--- config.mk ---
export PLATFORM = sky130hd
export DESIGN_NAME = k_queues_shared_store
export DESIGN_NICKNAME = d
export VERILOG_FILES = /design/src/sv/kqs_pkg.sv /design/src/sv/kqs_ram.sv /design/src/sv/kqs_link.sv /design/src/sv/k_queues_shared_store.sv
export SDC_FILE = /design/constraint.sdc
export NUM_CORES = 1
export LEC_CHECK = 0
export ABC_AREA = 1
export BUFFER_PORTS_ARGS = -buffer_cell sky130_fd_sc_hd__buf_2
export CAP_MARGIN = 15
export CORE_MARGIN = 5
export CORE_UTILIZATION = 30
export DETAILED_ROUTE_END_ITERATION = 10
export GPL_ROUTABILITY_DRIVEN = 0
export SKIP_CTS_REPAIR_TIMING = 1
export SYNTH_ARGS = -nofsm -noshare
export SYNTH_HDL_FRONTEND = slang
export SYNTH_HIERARCHICAL = 1
export SYNTH_SLANG_ARGS = --single-unit
--- constraint.sdc ---
create_clock -name i_clk -period 5.1 [get_ports i_clk]
set_clock_uncertainty 0.15 [all_clocks]
set_input_delay 1.02 -clock i_clk [delete_from_list [all_inputs] [get_ports i_clk]]
set_output_delay 1.02 -clock i_clk [all_outputs]
set_load 0.01 [all_outputs]
--- src/sv/kqs_pkg.sv ---
// Shared definitions for the k_queues_shared_store block.
// Holds sizes, pointer encodings, status and action codes, and the control state type.
// Has no dependencies; the link table and the top level refer to it by scoped names.
`default_nettype none

package kqs_pkg;

    localparam int SLOTS       = 16;
    localparam int QUEUE_COUNT = 4;

    localparam int SLOT_W = $clog2(SLOTS);
    localparam int PTR_W  = $clog2(SLOTS + 1);
    localparam int QNUM_W = 2;
    localparam int DATA_W = 32;
    localparam int STAT_W = 2;

    localparam logic [PTR_W-1:0] NIL_SLOT = PTR_W'(SLOTS);

    localparam logic ACT_ENQ = 1'b0;
    localparam logic ACT_DEQ = 1'b1;

    typedef enum logic [STAT_W-1:0] {
        ST_OK    = 2'd0,
        ST_FULL  = 2'd1,
        ST_EMPTY = 2'd2
    } t_status;

    typedef enum logic {
        S_IDLE = 1'b0,
        S_EXEC = 1'b1
    } t_state;

    typedef struct packed {
        logic              en;
        logic [SLOT_W-1:0] addr;
        logic [PTR_W-1:0]  data;
    } t_link_wr;

    function automatic logic slot_ok(input logic [PTR_W-1:0] ptr);
        return ptr < NIL_SLOT;
    endfunction

    // Link value that an entry holds after reset: the next slot, or null for the last one.
    function automatic logic [PTR_W-1:0] link_default(input logic [SLOT_W-1:0] addr);
        if (addr == SLOT_W'(SLOTS - 1)) begin
            return NIL_SLOT;
        end
        return PTR_W'(addr) + PTR_W'(1);
    endfunction

endpackage

`default_nettype wire

--- src/sv/kqs_ram.sv ---
// Generic single-port-write, single-port-read RAM with a registered read.
// Width and depth are set by parameters; it has no other dependencies.
`default_nettype none

module kqs_ram #(
    parameter int WIDTH = 32,
    parameter int DEPTH = 16
) (
    input  wire logic                     i_clk,
    input  wire logic                     i_we,
    input  wire logic [$clog2(DEPTH)-1:0] i_waddr,
    input  wire logic [WIDTH-1:0]         i_wdata,
    input  wire logic                     i_re,
    input  wire logic [$clog2(DEPTH)-1:0] i_raddr,
    output      logic [WIDTH-1:0]         o_rdata
);

    logic [WIDTH-1:0] r_mem [DEPTH];
    logic [WIDTH-1:0] r_rdata;

    always_ff @(posedge i_clk) begin
        if (i_we) begin
            r_mem[i_waddr] <= i_wdata;
        end
        if (i_re) begin
            r_rdata <= r_mem[i_raddr];
        end
    end

    assign o_rdata = r_rdata;

endmodule

`default_nettype wire

--- src/sv/kqs_link.sv ---
// Link table: a RAM of next pointers plus one valid bit per entry.
// An entry never written reads as its reset chain value. Depends on kqs_pkg and kqs_ram.
`default_nettype none

module kqs_link (
    input  wire logic                         i_clk,
    input  wire logic                         i_rst_n,
    input  wire logic                         i_rd_en,
    input  wire logic [kqs_pkg::SLOT_W-1:0]   i_rd_addr,
    input  wire kqs_pkg::t_link_wr            i_wr,
    output      logic [kqs_pkg::PTR_W-1:0]    o_rd_next
);

    logic [kqs_pkg::SLOTS-1:0]  r_vld;
    logic                       r_rd_vld;
    logic [kqs_pkg::SLOT_W-1:0] r_rd_addr;
    logic [kqs_pkg::PTR_W-1:0]  ram_q;

    kqs_ram #(
        .WIDTH (kqs_pkg::PTR_W),
        .DEPTH (kqs_pkg::SLOTS)
    ) u_ram (
        .i_clk   (i_clk),
        .i_we    (i_wr.en),
        .i_waddr (i_wr.addr),
        .i_wdata (i_wr.data),
        .i_re    (i_rd_en),
        .i_raddr (i_rd_addr),
        .o_rdata (ram_q)
    );

    always_ff @(posedge i_clk) begin
        if (!i_rst_n) begin
            r_vld <= '0;
        end else if (i_wr.en) begin
            r_vld[i_wr.addr] <= 1'b1;
        end
    end

    always_ff @(posedge i_clk) begin
        if (i_rd_en) begin
            r_rd_vld  <= r_vld[i_rd_addr];
            r_rd_addr <= i_rd_addr;
        end
    end

    assign o_rd_next = r_rd_vld ? ram_q : kqs_pkg::link_default(r_rd_addr);

endmodule

`default_nettype wire

--- src/sv/k_queues_shared_store.sv ---
// Top level of k_queues_shared_store: queue pointers, free list and operation control.
// Depends on kqs_pkg, kqs_link and kqs_ram.
`default_nettype none

// Four FIFO queues share a store of sixteen 32-bit slots. A command is taken when start is
// high and busy is low; the command first reads the link table and the value store, then
// writes back the updated pointers and the value. The result appears on o_status and
// o_read_value with o_done high for exactly one cycle, in the cycle after the write-back,
// and must be captured then since the block cannot be held off. An enqueue with no free
// slot reports full and a dequeue from an empty queue reports empty; neither changes any
// state. There is no initialization pass after reset.
module k_queues_shared_store (
    input  wire logic                              i_clk,
    input  wire logic                              i_rst_n,
    input  wire logic                              start,
    output      logic                              busy,
    input  wire logic                              i_action,
    input  wire logic [kqs_pkg::QNUM_W-1:0]        i_queue_number,
    input  wire logic signed [kqs_pkg::DATA_W-1:0] i_data_value,
    output      logic                              o_done,
    output      logic [kqs_pkg::STAT_W-1:0]        o_status,
    output      logic signed [kqs_pkg::DATA_W-1:0] o_read_value
);

    kqs_pkg::t_state r_state, n_state;

    logic                        r_action;
    logic [kqs_pkg::QNUM_W-1:0]  r_qnum;
    logic [kqs_pkg::DATA_W-1:0]  r_data;
    logic [kqs_pkg::PTR_W-1:0]   r_head [kqs_pkg::QUEUE_COUNT];
    logic [kqs_pkg::SLOT_W-1:0]  r_tail [kqs_pkg::QUEUE_COUNT];
    logic [kqs_pkg::PTR_W-1:0]   r_free_head, n_free_head;
    logic [kqs_pkg::PTR_W-1:0]   n_head;
    logic [kqs_pkg::SLOT_W-1:0]  n_tail;
    logic                        head_we, tail_we;
    logic                        r_done, n_done;
    kqs_pkg::t_status            r_status, n_status;
    logic [kqs_pkg::DATA_W-1:0]  r_read_value, n_read_value;

    logic                        accept;
    logic [kqs_pkg::PTR_W-1:0]   in_head;
    logic [kqs_pkg::SLOT_W-1:0]  link_rd_addr;
    logic [kqs_pkg::PTR_W-1:0]   link_next;
    kqs_pkg::t_link_wr           link_wr;
    logic                        val_we;
    logic [kqs_pkg::DATA_W-1:0]  val_q;
    logic [kqs_pkg::PTR_W-1:0]   head_cur;
    logic [kqs_pkg::SLOT_W-1:0]  tail_cur;

    assign busy    = (r_state != kqs_pkg::S_IDLE);
    assign accept  = start && !busy;
    assign in_head = r_head[i_queue_number];
    assign link_rd_addr = (i_action == kqs_pkg::ACT_ENQ) ?
                          r_free_head[kqs_pkg::SLOT_W-1:0] : in_head[kqs_pkg::SLOT_W-1:0];

    kqs_link u_link (
        .i_clk     (i_clk),
        .i_rst_n   (i_rst_n),
        .i_rd_en   (accept),
        .i_rd_addr (link_rd_addr),
        .i_wr      (link_wr),
        .o_rd_next (link_next)
    );

    kqs_ram #(
        .WIDTH (kqs_pkg::DATA_W),
        .DEPTH (kqs_pkg::SLOTS)
    ) u_values (
        .i_clk   (i_clk),
        .i_we    (val_we),
        .i_waddr (r_free_head[kqs_pkg::SLOT_W-1:0]),
        .i_wdata (r_data),
        .i_re    (accept),
        .i_raddr (in_head[kqs_pkg::SLOT_W-1:0]),
        .o_rdata (val_q)
    );

    assign head_cur = r_head[r_qnum];
    assign tail_cur = r_tail[r_qnum];

    always_comb begin
        n_state      = r_state;
        n_free_head  = r_free_head;
        n_head       = head_cur;
        n_tail       = tail_cur;
        head_we      = 1'b0;
        tail_we      = 1'b0;
        val_we       = 1'b0;
        link_wr      = '0;
        n_done       = 1'b0;
        n_status     = kqs_pkg::ST_OK;
        n_read_value = '0;
        unique case (r_state)
            kqs_pkg::S_IDLE: begin
                if (start) begin
                    n_state = kqs_pkg::S_EXEC;
                end
            end
            kqs_pkg::S_EXEC: begin
                n_state = kqs_pkg::S_IDLE;
                n_done  = 1'b1;
                if (r_action == kqs_pkg::ACT_ENQ) begin
                    if (!kqs_pkg::slot_ok(r_free_head)) begin
                        n_status = kqs_pkg::ST_FULL;
                    end else begin
                        val_we      = 1'b1;
                        n_free_head = link_next;
                        tail_we     = 1'b1;
                        n_tail      = r_free_head[kqs_pkg::SLOT_W-1:0];
                        if (!kqs_pkg::slot_ok(head_cur)) begin
                            head_we = 1'b1;
                            n_head  = r_free_head;
                        end else begin
                            link_wr.en   = 1'b1;
                            link_wr.addr = tail_cur;
                            link_wr.data = r_free_head;
                        end
                    end
                end else begin
                    if (!kqs_pkg::slot_ok(head_cur)) begin
                        n_status = kqs_pkg::ST_EMPTY;
                    end else begin
                        // The tail's link is never maintained, so the last entry is found by
                        // comparing against the tail pointer.
                        head_we      = 1'b1;
                        n_head       = (head_cur[kqs_pkg::SLOT_W-1:0] == tail_cur) ?
                                       kqs_pkg::NIL_SLOT : link_next;
                        link_wr.en   = 1'b1;
                        link_wr.addr = head_cur[kqs_pkg::SLOT_W-1:0];
                        link_wr.data = r_free_head;
                        n_free_head  = head_cur;
                        n_read_value = val_q;
                    end
                end
            end
            default: begin
                n_state = kqs_pkg::S_IDLE;
            end
        endcase
    end

    always_ff @(posedge i_clk) begin
        if (!i_rst_n) begin
            r_state     <= kqs_pkg::S_IDLE;
            r_free_head <= '0;
            r_done      <= 1'b0;
            for (int i = 0; i < kqs_pkg::QUEUE_COUNT; i++) begin
                r_head[i] <= kqs_pkg::NIL_SLOT;
                r_tail[i] <= '0;
            end
        end else begin
            r_state     <= n_state;
            r_free_head <= n_free_head;
            r_done      <= n_done;
            if (head_we) begin
                r_head[r_qnum] <= n_head;
            end
            if (tail_we) begin
                r_tail[r_qnum] <= n_tail;
            end
        end
    end

    always_ff @(posedge i_clk) begin
        if (accept) begin
            r_action <= i_action;
            r_qnum   <= i_queue_number;
            r_data   <= i_data_value;
        end
        if (n_done) begin
            r_status     <= n_status;
            r_read_value <= n_read_value;
        end
    end

    assign o_done       = r_done;
    assign o_status     = r_status;
    assign o_read_value = r_read_value;

endmodule

`default_nettype wire
==> results.txt, run 1 <==
----------------------------------------------------
[Global route]
  Vias in the first global route ... 20,200
  Global Route met3 Usage ... 0.0207
  GRT met1 Usage ... 0.183
  Pin count of the biggest net entering global routing ... 158
  GR met2 Demand/Resource ... 0.227
  Layer carrying the most global-route usage ... met2
  Overflow left after global routing ... 0
  First-pass GRT wire length ... 123,000 um
  Number of antenna violations at the first check in global routing ... 2
  GRT Overall Usage ... 0.136

[Yosys]
  Area share of the leading cell type in the synthesized netlist ... 0.675
  Post-synthesis cell count ... 3,109
  Mux share of post-synthesis cell area ... 0
  Synthesized-area fraction occupied by and/or/nand/nor cells ... 0.204
  Area fraction in compound gates after synthesis ... 0.0125
  Fraction of synthesized cell area in xor and xnor cells ... 0.000267
  Netlist area before placement ... 32,900 um2
  Post-synth net total ... 3,148
  Unique masters post-synth ... 37
  Number of synthesized register bits ... 764
  Adder-cell share of the synthesized area ... 0.000381
  Commonest cells in the netlist ... sky130_fd_sc_hd__nand2_1 (937), sky130_fd_sc_hd__edfxtp_1 (739), sky130_fd_sc_hd__inv_1 (510), sky130_fd_sc_hd__nand3_1 (488), sky130_fd_sc_hd__nor2_1 (117)
  Seq/Total Area, Yosys ... 0.690
  Total of warnings raised by yosys ... 6
  Synthesized area divided by synthesized cell count ... 10.6 um2
  Post-synth ARST share ... 0
  Cells taking the most area after synthesis ... sky130_fd_sc_hd__edfxtp_1 (68%), sky130_fd_sc_hd__nand2_1 (11%), sky130_fd_sc_hd__nand3_1 (7.4%), sky130_fd_sc_hd__inv_1 (5.8%), sky130_fd_sc_hd__dfxtp_1 (1.5%)
  Dominant combinational cell family by area after synthesis ... simple AND/OR/NAND/NOR gates
  Number of enable-type register cells in the synthesized netlist ... 739
  Library cell with the highest instance count after synthesis ... sky130_fd_sc_hd__nand2_1
  Library cell with the largest summed area after synthesis ... sky130_fd_sc_hd__edfxtp_1
  Ys flop type ... sky130_fd_sc_hd__edfxtp_1

[Clock network]
  CTS tree ... done
  Max Root-Sink Buffers ... 3
  Clock tree root buffer cell ... sky130_fd_sc_hd__clkbuf_16
  CTS sink count ... 764
  H-tree levels ... 3
  Worst skew pair latency ... 0.65 ns
  Clock transition at the register clock pins on the worst setup and hold paths after CTS ... 0.06 ns
  Num CTS Buffers ... 82

[Final layout]
  Sequential cell area ... 22,700 um2
  Fraction of final layout cells sized beyond drive strength 1 ... 0.108
  Final Net Count ... 3,227
  Fillers ... 10,700
  Area of all placed cells without fillers ... 37,300 um2
  Layout-stage area growth over the synthesis result ... 13.6%
  Combined area of the multi-input logic cells ... 7330 um2

[Routing]
  Total via count after detailed routing ... 21,300
  First-pass DRT Iterations ... 6
  Number of DRC violations after detailed routing ... 0
  Initial drt markers ... 1,945
  Ratio of routed vias to standard cells ... 4.56
  Wire length per cell after detailed routing ... 17.3 um
  Wire length after detailed routing ... 81,000 um
  Detail Route Antenna Nets ... 0

[Floorplanning]
  I/O pin count ... 74
  Horizontal extent of the die ... 341 um
  Number of rows in the core area ... 121
  Die ar. ... 116,000 um2
  Core Area ... 109,000 um2
  Starting density of the core ... 0.302
  Die height ... 341 um

[Critical path]
  Element type at the critical path start ... flop
  Required time of the critical path ... 5.28 ns
  Data arrival, critical path ... 3.71 ns
  Critical register-to-register path startpoint ... busy
  Nature of the critical path endpoint ... flop
  Cells on worst reg2reg path ... 5
  Launch point of the worst path ... busy
  Minimum setup slack among reg-to-reg paths ... 1.57 ns
  Crit path max fanout ... 22
  Endpoint of the lowest-slack register-to-register path ... u_values/r_mem[4][16]
  CP Capture Point ... u_values/r_mem[4][16]
  Path type of the worst setup path ... reg -> reg

[Timing]
  Final setup violating endpoints ... 0
  Final worst path period share ... 0.692
  Slew at the pin closest to its max-slew limit ... 1.17 ns
  Worst hold margin ... 0.309 ns
  Number of slew-limit violations in the final report ... 0
  RSZ-0062 raised after global routing ... no
  Max frequency ... 283 MHz
  Relative slew slack ... 0.216
  Final Critical Period ... 3.53 ns
  Sum Neg Setup Slack ... 0 ns
  Hold Violations, Final ... 0

[Placement]
  Count of input and output buffers ... 73
  Detailed Place HPWL ... 44,800 um
  Total placed instance area ... 34,800 um2

[Status]
  Run status ... completed

[Worst hold path]
  HP Class ... reg -> reg

[Flow run]
  Max-capacitance violation count ... 0

[Power and ir drop]
  Final Power ... 14.0 mW
  Lkg Pwr ... 15.3 nW
  Worst ir drop on vdd ... 0.000243 V
  Pwr Density ... 375 nW/um2

----------------------------------------------------
critical path, cell delays in order (launching register included):
cell and delay (ns):
sky130_fd_sc_hd__dfxtp_2 0.83, sky130_fd_sc_hd__inv_1 0.24, sky130_fd_sc_hd__nor2_4 0.31, sky130_fd_sc_hd__nand3b_1 0.37
sky130_fd_sc_hd__nor2_4 0.97, sky130_fd_sc_hd__buf_4 0.34
sequential cells by signal, summed over array words and instances (netlist names), 16 cells and up, named ones only:
register,flops
o_read_value,32
u_link/u_ram/r_mem,80
u_values/o_rdata,32
r_head,20
r_data,32
r_tail,16
u_link/r_vld,16
u_values/r_mem,512
cell families after synthesis:
| kind of cell | Yosys count |
|---|---|
| compound gates | 71 |
| buf+inv | 688 |
| simple gates | 1584 |
| xor+xnor | 1 |
| flops | 764 |
| fa+ha+maj | 1 |
cell type report:
class / count / area share
clock buffer: 104 / 0.0577
inverter: 554 / 0.0564
multi-input combinational: 1657 / 0.196
timing repair buffer: 129 / 0.0231
clock inverter: 46 / 0.0111
antenna: 2 / 0.000134
sequential: 764 / 0.608
tap: 1414 / 0.0474
cells in the final DEF (no fill, tap or decap), types with 21 or more instances in the layout:
master,count
sky130_fd_sc_hd__dfxtp_1,24
sky130_fd_sc_hd__edfxtp_1,739
sky130_fd_sc_hd__buf_4,50
sky130_fd_sc_hd__nand2_2,24
sky130_fd_sc_hd__nand2_1,937
sky130_fd_sc_hd__nor2_4,21
sky130_fd_sc_hd__clkbuf_16,82
sky130_fd_sc_hd__nor2_1,101
sky130_fd_sc_hd__inv_1,507
sky130_fd_sc_hd__buf_2,73
sky130_fd_sc_hd__inv_2,40
sky130_fd_sc_hd__nand3_1,488
sky130_fd_sc_hd__a21oi_1,21
where the power goes:
group	internal, mW	leakage, nW	total [mW]	switching [mW]
Clock	3.23	1.25	5.71	2.48
Sequential	7.01	6.91	7.13	0.114
Combinational	0.334	7.09	1.16	0.829
Total	10.6	15.3	14.0	3.42
worst min-delay path by stage:
stage                startpoint          endpoint  slack (ns)  cells past startpoint
4_1_cts        u_link/r_vld[13]  u_link/r_vld[13]        0.31                      2
2_1_floorplan   u_link/r_vld[0]   u_link/r_vld[0]        0.29                      2
6_report       u_link/r_vld[13]  u_link/r_vld[13]        0.31                      2
5_1_grt         u_link/r_vld[1]   u_link/r_vld[1]        0.33                      2
3_3_place_gp   u_link/r_vld[13]  u_link/r_vld[13]        0.29                      2
3_5_place_dp   u_link/r_vld[13]  u_link/r_vld[13]        0.30                      2
through the flow:
step / std cells / setup WS, ns / util
2_1_floorplan: 3109 / 1.29 / -
3_3_place_gp: 4518 / 1.29 / 0.319
3_5_place_dp: 4518 / 1.23 / 0.319
6_report: 4670 / 1.57 / 0.343
4_1_cts: 4668 / 1.55 / 0.343
5_1_grt: 4668 / 1.45 / 0.343
per-layer routing:
metal / routed length [um] / vias to the layer above / part of all wire
met4: 1640 / 0 / 0.020
met3: 4990 / 119 / 0.062
li1: - / 10300 / -
met1: 35400 / 10200 / 0.44
met2: 38900 / 675 / 0.48
met5: 0 / - / 0
Note: power is estimated with default switching activity, not from simulation.
==> run 2, diff against run 1 <==
--- a/config.mk
+++ b/config.mk
@@ -5,7 +5,7 @@
 export SDC_FILE = /design/constraint.sdc
 export NUM_CORES = 1
 export LEC_CHECK = 0
-export ABC_AREA = 1
+export ABC_AREA = 0
 export BUFFER_PORTS_ARGS = -buffer_cell sky130_fd_sc_hd__buf_2
 export CAP_MARGIN = 15
 export CORE_MARGIN = 5
==> constraint.sdc (replaced) <==
create_clock -name i_clk -period 3.1 [get_ports i_clk]
set_clock_uncertainty 0.15 [all_clocks]
set_input_delay 0.62 -clock i_clk [delete_from_list [all_inputs] [get_ports i_clk]]
set_output_delay 0.62 -clock i_clk [all_outputs]
set_load 0.01 [all_outputs]
==> run 2 against run 1 <==
Compared with the run above:
- hold slack worse by 0.28 ns
- wire length down 17%
- count of clock-buffer cells in the layout down 2
- die area down 11%
- sequential cell count unchanged
==> results.txt, run 2 <==
----------------------------------------------------
[Status]
  Run status ... completed (unchanged)

[Global route]
  Number of antenna violations at the first check in global routing ... 3 (was 2)
  First-pass GRT wire length ... 99,400 um (was 123,000 um)
  Pin count of the biggest net entering global routing ... 50 (was 158)
  GRT Overall Usage ... 0.128 (was 0.136)
  Overflow left after global routing ... 0 (unchanged)
  Vias in the first global route ... 15,100 (was 20,200)

[Clock network]
  H-tree levels ... 3 (unchanged)
  Clock tree root buffer cell ... sky130_fd_sc_hd__clkbuf_16 (unchanged)
  Worst skew pair latency ... 0.63 ns (was 0.65 ns)
  CTS tree ... done (unchanged)
  Clock transition at the register clock pins on the worst setup and hold paths after CTS ... 0.06 ns (about the same)
  CTS sink count ... 764 (unchanged)
  Num CTS Buffers ... 81 (was 82)
  Max Root-Sink Buffers ... 3 (unchanged)

[Yosys]
  Fraction of synthesized cell area in xor and xnor cells ... 0.00150 (was 0.000267)
  Commonest cells in the netlist ... sky130_fd_sc_hd__edfxtp_1 (739), sky130_fd_sc_hd__mux4_2 (161), sky130_fd_sc_hd__a22oi_1 (69), sky130_fd_sc_hd__nand2_1 (59), sky130_fd_sc_hd__nor2_1 (52) (was sky130_fd_sc_hd__nand2_1 (937), sky130_fd_sc_hd__edfxtp_1 (739), sky130_fd_sc_hd__inv_1 (510), sky130_fd_sc_hd__nand3_1 (488), sky130_fd_sc_hd__nor2_1 (117))
  Synthesized-area fraction occupied by and/or/nand/nor cells ... 0.0441 (was 0.204)
  Area fraction in compound gates after synthesis ... 0.0328 (was 0.0125)
  Library cell with the highest instance count after synthesis ... sky130_fd_sc_hd__edfxtp_1 (was sky130_fd_sc_hd__nand2_1)
  Number of enable-type register cells in the synthesized netlist ... 739 (unchanged)
  Post-synth net total ... 1,444 (was 3,148)
  Number of synthesized register bits ... 764 (unchanged)
  Total of warnings raised by yosys ... 6 (unchanged)
  Dominant combinational cell family by area after synthesis ... multiplexers (was simple AND/OR/NAND/NOR gates)
  Post-synthesis cell count ... 1,405 (was 3,109)
  Synthesized area divided by synthesized cell count ... 20.8 um2 (was 10.6 um2)
  Cells taking the most area after synthesis ... sky130_fd_sc_hd__edfxtp_1 (76%), sky130_fd_sc_hd__mux4_2 (12%), sky130_fd_sc_hd__a22oi_1 (1.8%), sky130_fd_sc_hd__dfxtp_1 (1.7%), sky130_fd_sc_hd__and2_1 (0.81%) (was sky130_fd_sc_hd__edfxtp_1 (68%), sky130_fd_sc_hd__nand2_1 (11%), sky130_fd_sc_hd__nand3_1 (7.4%), sky130_fd_sc_hd__inv_1 (5.8%), sky130_fd_sc_hd__dfxtp_1 (1.5%))
  Netlist area before placement ... 29,300 um2 (was 32,900 um2)
  Mux share of post-synthesis cell area ... 0.133 (was 0)
  Unique masters post-synth ... 45 (was 37)
  Library cell with the largest summed area after synthesis ... sky130_fd_sc_hd__edfxtp_1 (unchanged)
  Seq/Total Area, Yosys ... 0.775 (was 0.690)
  Adder-cell share of the synthesized area ... 0.000427 (was 0.000381)
  Area share of the leading cell type in the synthesized netlist ... 0.758 (was 0.675)
  Post-synth ARST share ... 0 (unchanged)
  Ys flop type ... sky130_fd_sc_hd__edfxtp_1 (unchanged)

[Critical path]
  Required time of the critical path ... 3.22 ns (was 5.28 ns)
  Data arrival, critical path ... 3.01 ns (was 3.71 ns)
  Nature of the critical path endpoint ... flop (unchanged)
  Worst Path Buf+Inv ... 1 (was 2)
  Crit path top cell by count ... sky130_fd_sc_hd__nor2_1 (was sky130_fd_sc_hd__nor2_4)
  Crit path max fanout ... 8 (was 22)
  Critical path's slowest cell ... sky130_fd_sc_hd__mux4_2 (was sky130_fd_sc_hd__nor2_4)
  Top cell family by delay on the critical path ... simple AND/OR/NAND/NOR gates (unchanged)
  Element type at the critical path start ... flop (unchanged)
  Chain of cells forming the critical path ... buf_4, mux4_2, nor2_1, a22o_1, nand2b_1, nor2_1 (was inv_1, nor2_4, nand3b_1, nor2_4, buf_4)
  Path type of the worst setup path ... reg -> reg (unchanged)
  Slowest Stage Delay on Critical Path ... 0.61 ns (was 0.97 ns)

[Timing]
  Slew at the pin closest to its max-slew limit ... 0.982 ns (was 1.17 ns)
  Max frequency ... 345 MHz (was 283 MHz)
  Relative slew slack ... 0.344 (was 0.216)
  Final setup violating endpoints ... 0 (unchanged)
  Final worst path period share ... 0.935 (was 0.692)
  RSZ-0062 raised after global routing ... no (unchanged)
  Number of slew-limit violations in the final report ... 0 (unchanged)
  Final Critical Period ... 2.90 ns (was 3.53 ns)
  Hold Violations, Final ... 0 (unchanged)
  Worst hold margin ... 0.0276 ns (was 0.309 ns)
  Final Worst Setup Slack ... 0.202 ns (was 1.57 ns)

[Floorplanning]
  Die ar. ... 104,000 um2 (was 116,000 um2)
  I/O pin count ... 74 (unchanged)
  Starting density of the core ... 0.303 (was 0.302)
  Core Area ... 96,700 um2 (was 109,000 um2)
  Horizontal extent of the die ... 322 um (was 341 um)
  Number of rows in the core area ... 114 (was 121)
  Die height ... 322 um (was 341 um)

[Placement]
  Detailed Place HPWL ... 38,300 um (was 44,800 um)
  Worst setup timing slack at the placement stage ... -0.116 ns (was 1.23 ns)
  Count of input and output buffers ... 73 (unchanged)
  Total placed instance area ... 32,300 um2 (was 34,800 um2)

[Power and ir drop]
  Net switching power of the design ... 4.79 mW (was 3.42 mW)
  Final Power ... 22.5 mW (was 14.0 mW)
  P_int ... 17.7 mW (was 10.6 mW)
  Portion of total power attributed to sequential cells ... 0.517 (was 0.509)
  Share of total power in combinational logic ... 0.056 (was 0.083)
  Lkg Pwr ... 11.3 nW (was 15.3 nW)
  Relative contribution of the clock network to total power ... 0.427 (was 0.408)
  Pwr Density ... 643 nW/um2 (was 375 nW/um2)
  Worst ir drop on vdd ... 0.000375 V (was 0.000243 V)
  Switching portion of total power ... 0.213 (was 0.245)

[Final layout]
  Register containing the most flip-flops in the final layout ... u_values/r_mem (unchanged)
  Most common cell after layout, fill and taps aside ... sky130_fd_sc_hd__edfxtp_1 (was sky130_fd_sc_hd__nand2_1)
  Biggest regs ... u_values/r_mem: 512 flops, u_link/u_ram/r_mem: 80 flops (unchanged)
  Layout-stage area growth over the synthesis result ... 19.6% (was 13.6%)
  Share of the core filled with cells in the final layout ... 0.362 (was 0.343)
  Fillers ... 8,877 (was 10,700)
  Diode insertion count for antenna repair ... 0 (was 2)
  Number of flip-flops in the largest register ... 512 (unchanged)
  Combined area of the multi-input logic cells ... 6370 um2 (was 7330 um2)
  Sequential cell area ... 22,700 um2 (about the same)
  Top library cells by usage in the layout, fill and taps aside ... sky130_fd_sc_hd__edfxtp_1 (739), sky130_fd_sc_hd__mux4_2 (159), sky130_fd_sc_hd__clkbuf_16 (82) (was sky130_fd_sc_hd__nand2_1 (937), sky130_fd_sc_hd__edfxtp_1 (739), sky130_fd_sc_hd__inv_1 (507))
  Area of all placed cells without fillers ... 35,000 um2 (was 37,300 um2)
  Final Net Count ... 1,639 (was 3,227)
  Fraction of final layout cells sized beyond drive strength 1 ... 0.303 (was 0.108)

[Routing]
  Number of DRC violations after detailed routing ... 0 (unchanged)
  Total via count after detailed routing ... 14,500 (was 21,300)
  Wire length per cell after detailed routing ... 22.9 um (was 17.3 um)
  First-pass DRT Iterations ... 7 (was 6)
  Ratio of routed vias to standard cells ... 4.91 (was 4.56)
  Wire length after detailed routing ... 67,500 um (was 81,000 um)
  Initial drt markers ... 1,315 (was 1,945)
  Detail Route Antenna Nets ... 0 (unchanged)

[Worst hold path]
  HP Class ... in -> reg (was reg -> reg)

[Flow run]
  Max-capacitance violation count ... 0 (unchanged)

----------------------------------------------------
## run 2: changes by cell type after synthesis, moves of 42 or more
| cell | delta |
|---|---|
| sky130_fd_sc_hd__buf_2 | -42 |
| sky130_fd_sc_hd__nand3_1 | -469 |
| sky130_fd_sc_hd__nor2_1 | -65 |
| sky130_fd_sc_hd__mux4_2 | +161 |
| sky130_fd_sc_hd__nand2_1 | -878 |
| sky130_fd_sc_hd__a22oi_1 | +69 |
| sky130_fd_sc_hd__inv_1 | -502 |
## run 2: logic make-up after synthesis
family,count (synthesis)
AO/OA/AOI/OAI,132
AND/OR/NAND/NOR,246
buffers and inverters,79
flip-flops,764
adder cells (fa/ha/maj),1
XOR/XNOR,5
multiplexers,178
## run 2: worst reg2reg max path: stages, from the launching register on
cell,delay (ns)
sky130_fd_sc_hd__dfxtp_1,0.31
sky130_fd_sc_hd__buf_4,0.21
sky130_fd_sc_hd__mux4_2,0.62
sky130_fd_sc_hd__nor2_1,0.28
sky130_fd_sc_hd__a22o_1,0.40
sky130_fd_sc_hd__nand2b_1,0.23
sky130_fd_sc_hd__nor2_1,0.37
## run 2: cell type report
cell class | instances | area share
sequential | 764 | 0.648
multi-input combinational | 562 | 0.182
clock buffer | 102 | 0.0607
timing repair buffer | 183 | 0.0473
tap | 1276 | 0.0456
clock inverter | 47 | 0.0153
inverter | 8 | 0.000929
## run 2: power by group through the flow
stage          clock network [mW]  logic (mW)  registers (mW)
6_report                     9.61        1.26            11.7
5_1_grt                      10.3        1.36            11.7
4_1_cts                      9.86        1.28            11.7
3_5_place_dp                    0        1.28            11.9
3_3_place_gp                    0        1.26            11.9
2_1_floorplan                   0       0.822            11.8
## run 2: final timing paths
check,start,endpoint,slack [ns],depth (start not counted)
max,flop,u_link/u_ram/r_mem[6][0],0.20,6
min,i_data_value[10],r_data[10],0.03,1
max reg2reg,flop,u_link/u_ram/r_mem[6][0],0.20,6
min reg2reg,u_link/r_vld[14],u_link/r_vld[14],0.32,1
## run 2: metal layers
metal / track usage / wire, um
met1: 0.167 / 27800
met4: 0.0342 / 1330
met3: 0.0216 / 3570
met5: 0 / 0
met2: 0.225 / 34800
## run 2: through the flow
stage / TNS (ns) / instances
6_report: 0 / 2942
5_1_grt: 0 / 2942
4_1_cts: 0 / 2936
3_5_place_dp: -0.997 / 2787
3_3_place_gp: -0.637 / 2787
2_1_floorplan: 0 / 1405
==> run 3, diff against run 2 <==
--- a/config.mk
+++ b/config.mk
@@ -6,14 +6,13 @@
 export NUM_CORES = 1
 export LEC_CHECK = 0
 export ABC_AREA = 0
-export BUFFER_PORTS_ARGS = -buffer_cell sky130_fd_sc_hd__buf_2
 export CAP_MARGIN = 15
 export CORE_MARGIN = 5
 export CORE_UTILIZATION = 30
 export DETAILED_ROUTE_END_ITERATION = 10
+export DONT_BUFFER_PORTS = 1
 export GPL_ROUTABILITY_DRIVEN = 0
 export SKIP_CTS_REPAIR_TIMING = 1
 export SYNTH_ARGS = -nofsm -noshare
 export SYNTH_HDL_FRONTEND = slang
-export SYNTH_HIERARCHICAL = 1
 export SYNTH_SLANG_ARGS = --single-unit
==> run 3 against run 2 <==
Compared with the run above:
- maximum frequency increased by 0.43%
- clock power decreased by 4.8%
- sequential share of layout area increased by 0.72 points
- critical endpoint is now u_link.u_ram.r_mem[8][4]
- critical path depth unchanged
- wire length increased by 4.7%
- utilization decreased by 0.97 points
- combinational power increased by 6%
- largest cell class unchanged
- synthesized cell count increased by 28%
==> results.txt, run 3 <==
----------------------------------------------------
[Power and ir drop]
  Lkg Pwr ... 10.9 nW (was 11.3 nW)
  Worst ir drop on vdd ... 0.000380 V (was 0.000375 V)
  Final Power ... 22.2 mW (was 22.5 mW)
  Pwr Density ... 640 nW/um2 (was 643 nW/um2)

[Placement]
  Detailed Place HPWL ... 41,400 um (was 38,300 um)
  Count of input and output buffers ... 0 (was 73)

[Floorplanning]
  Die ar. ... 105,000 um2 (was 104,000 um2)
  I/O pin count ... 74 (unchanged)
  Die height ... 324 um (was 322 um)
  Starting density of the core ... 0.302 (was 0.303)
  Core Area ... 98,300 um2 (was 96,700 um2)
  Horizontal extent of the die ... 324 um (was 322 um)
  Number of rows in the core area ... 115 (was 114)

[Timing]
  Hold Violations, Final ... 0 (unchanged)
  Final worst path period share ... 0.931 (was 0.935)
  Relative slew slack ... 0.375 (was 0.344)
  Number of slew-limit violations in the final report ... 0 (unchanged)
  Max frequency ... 347 MHz (was 345 MHz)
  Slew at the pin closest to its max-slew limit ... 0.935 ns (was 0.982 ns)
  Sum Neg Setup Slack ... 0 ns (unchanged)
  Final setup violating endpoints ... 0 (unchanged)
  RSZ-0062 raised after global routing ... no (unchanged)
  Final Critical Period ... 2.89 ns (was 2.90 ns)

[Critical path]
  Worst Path Buf+Inv ... 1 (unchanged)
  Path type of the worst setup path ... reg -> reg (unchanged)
  Critical path's slowest cell ... sky130_fd_sc_hd__mux4_2 (unchanged)
  Data arrival, critical path ... 3.00 ns (was 3.01 ns)
  Top cell family by delay on the critical path ... simple AND/OR/NAND/NOR gates (unchanged)
  Required time of the critical path ... 3.21 ns (was 3.22 ns)
  Crit path max fanout ... 6 (was 8)
  Slowest Stage Delay on Critical Path ... 0.55 ns (was 0.61 ns)
  Element type at the critical path start ... flop (unchanged)
  Nature of the critical path endpoint ... flop (unchanged)
  Chain of cells forming the critical path ... buf_12, mux4_2, a22oi_1, or2_2, nand2_1, nor2_1 (was buf_4, mux4_2, nor2_1, a22o_1, nand2b_1, nor2_1)

[Global route]
  Vias in the first global route ... 16,200 (was 15,100)
  First-pass GRT wire length ... 104,000 um (was 99,400 um)
  Pin count of the biggest net entering global routing ... 88 (was 50)
  GRT Overall Usage ... 0.130 (was 0.128)
  Number of antenna violations at the first check in global routing ... 2 (was 3)
  Overflow left after global routing ... 0 (unchanged)

[Routing]
  Ratio of routed vias to standard cells ... 4.93 (was 4.91)
  Wire length per cell after detailed routing ... 21.9 um (was 22.9 um)
  First-pass DRT Iterations ... 5 (was 7)
  Number of DRC violations after detailed routing ... 0 (unchanged)
  Initial drt markers ... 1,385 (was 1,315)
  Detail Route Antenna Nets ... 0 (unchanged)
  Wire length after detailed routing ... 70,600 um (was 67,500 um)
  Total via count after detailed routing ... 15,900 (was 14,500)

[Clock network]
  CTS tree ... done (unchanged)
  H-tree levels ... 3 (unchanged)
  CTS sink count ... 764 (unchanged)
  Num CTS Buffers ... 79 (was 81)
  Clock transition at the register clock pins on the worst setup and hold paths after CTS ... 0.06 ns (about the same)
  Worst skew pair latency ... 0.63 ns (about the same)
  Max Root-Sink Buffers ... 3 (unchanged)
  Clock tree root buffer cell ... sky130_fd_sc_hd__clkbuf_16 (unchanged)

[Final layout]
  Top library cells by usage in the layout, fill and taps aside ... sky130_fd_sc_hd__edfxtp_1 (739), sky130_fd_sc_hd__nand2_1 (210), sky130_fd_sc_hd__nor2_1 (94) (was sky130_fd_sc_hd__edfxtp_1 (739), sky130_fd_sc_hd__mux4_2 (159), sky130_fd_sc_hd__clkbuf_16 (82))
  Register containing the most flip-flops in the final layout ... u_values.r_mem (was u_values/r_mem)
  Combined area of the multi-input logic cells ... 6470 um2 (was 6370 um2)
  Biggest regs ... u_values.r_mem: 512 flops, u_link.u_ram.r_mem: 80 flops (was u_values/r_mem: 512 flops, u_link/u_ram/r_mem: 80 flops)
  Fillers ... 9,090 (was 8,877)
  Number of flip-flops in the largest register ... 512 (unchanged)
  Layout-stage area growth over the synthesis result ... 16.8% (was 19.6%)
  Final Net Count ... 1,920 (was 1,639)
  Sequential cell area ... 22,700 um2 (unchanged)
  Most common cell after layout, fill and taps aside ... sky130_fd_sc_hd__edfxtp_1 (unchanged)
  Fraction of final layout cells sized beyond drive strength 1 ... 0.162 (was 0.303)

[Yosys]
  Post-synth ARST share ... 0 (unchanged)
  Library cell with the highest instance count after synthesis ... sky130_fd_sc_hd__edfxtp_1 (unchanged)
  Area share of the leading cell type in the synthesized netlist ... 0.749 (was 0.758)
  Number of synthesized register bits ... 764 (unchanged)
  Number of enable-type register cells in the synthesized netlist ... 739 (unchanged)
  Library cell with the largest summed area after synthesis ... sky130_fd_sc_hd__edfxtp_1 (unchanged)
  Cells taking the most area after synthesis ... sky130_fd_sc_hd__edfxtp_1 (75%), sky130_fd_sc_hd__mux4_2 (5.9%), sky130_fd_sc_hd__nand2_1 (2.7%), sky130_fd_sc_hd__a211oi_1 (1.7%), sky130_fd_sc_hd__dfxtp_1 (1.7%) (was sky130_fd_sc_hd__edfxtp_1 (76%), sky130_fd_sc_hd__mux4_2 (12%), sky130_fd_sc_hd__a22oi_1 (1.8%), sky130_fd_sc_hd__dfxtp_1 (1.7%), sky130_fd_sc_hd__and2_1 (0.81%))
  Netlist area before placement ... 29,600 um2 (was 29,300 um2)
  Synthesized area divided by synthesized cell count ... 16.5 um2 (was 20.8 um2)
  Post-synthesis cell count ... 1,793 (was 1,405)
  Total of warnings raised by yosys ... 0 (was 6)
  Post-synth net total ... 1,832 (was 1,444)
  Unique masters post-synth ... 55 (was 45)
  Seq/Total Area, Yosys ... 0.765 (was 0.775)
  Commonest cells in the netlist ... sky130_fd_sc_hd__edfxtp_1 (739), sky130_fd_sc_hd__nand2_1 (210), sky130_fd_sc_hd__nor2_1 (108), sky130_fd_sc_hd__mux4_2 (77) (was sky130_fd_sc_hd__edfxtp_1 (739), sky130_fd_sc_hd__mux4_2 (161), sky130_fd_sc_hd__a22oi_1 (69), sky130_fd_sc_hd__nand2_1 (59), sky130_fd_sc_hd__nor2_1 (52))
  Ys flop type ... sky130_fd_sc_hd__edfxtp_1 (unchanged)

[Flow run]
  Max-capacitance violation count ... 0 (unchanged)

[Worst hold path]
  HP Class ... in -> reg (unchanged)

[Status]
  Run status ... completed (unchanged)

----------------------------------------------------
run 3: changes by cell type after synthesis, sizes merged, moves of 12 or more:
cell,change
mux4,-88
and3,-15
nand2,+150
nor2,+56
clkbuf,+38
a31oi,+66
inv,+13
a21oi,+24
a22oi,-61
and2,+64
o22ai,+63
a211oi,+67
nand4,-12
a32o,+12
run 3: cell type report:
type                    instances  share of cell area
flip-flops and latches        764               0.655
multi-input cells             893               0.187
clock buffers                  99              0.0608
well taps                    1287              0.0465
repair buffers                122              0.0374
clock inverters                42              0.0107
inverters                      21             0.00235
diodes                          1           0.0000723
run 3: cells by family (layout without fill, tap and decap cells):
logic type / count (synthesis) / in the layout / synth area share
compound gates: 324 / 324 / 0.0747
mux: 89 / 89 / 0.0628
simple gates: 474 / 474 / 0.0729
flops: 764 / 764 / 0.765
xor+xnor: 5 / 5 / 0.00148
fa+ha+maj: 1 / 1 / 0.000422
other cells: 0 / 1 / 0
buf+inv: 136 / 284 / 0.0221
run 3: through the flow:
step                setup slack, ns  area (um2)   util  hold slack, ns  instances
finish                        0.214       34600  0.352          0.0173       3229
global route                 0.0205       34600  0.352        0.000262       3228
global placement              0.114       31800  0.323           0.298       3051
detailed placement           0.0939       31800  0.323           0.303       3051
CTS                           0.189       34300  0.349          -0.101       3192
floorplan                    0.0282       29700      -           0.291       1793
run 3: report_power, final:
part           leakage [nW]  internal [mW]  switching [mW]
Sequential             6.85           11.5           0.179
Combinational          2.87          0.547           0.788
Clock                  1.21           5.32            3.84
run 3: routing by layer:
metal	vias up	GRT usage	wire [um]
met5	-	0	24
met4	4	0.0383	1640
met3	104	0.0277	4130
met2	501	0.234	36300
met1	8171	0.157	28500
li1	7148	-	-
run 3: worst register-to-register path, cell delays in order, from the launching register on:
cell and delay, ns:
sky130_fd_sc_hd__dfxtp_1 0.49, sky130_fd_sc_hd__buf_12 0.18, sky130_fd_sc_hd__mux4_2 0.55, sky130_fd_sc_hd__a22oi_1 0.30
sky130_fd_sc_hd__or2_2 0.17, sky130_fd_sc_hd__nand2_1 0.14, sky130_fd_sc_hd__nor2_1 0.53
run 3: path summary, 6_finish.rpt:
check                                   to  depth (start not counted)  slack (ns)            start
setup reg to reg  u_link.u_ram.r_mem[8][4]                          6        0.21             flop
hold / removal              r_free_head[2]                          1        0.02          i_rst_n
setup / recovery  u_link.u_ram.r_mem[8][4]                          6        0.21             flop
hold reg to reg            u_link.r_vld[4]                          1        0.32  u_link.r_vld[4]
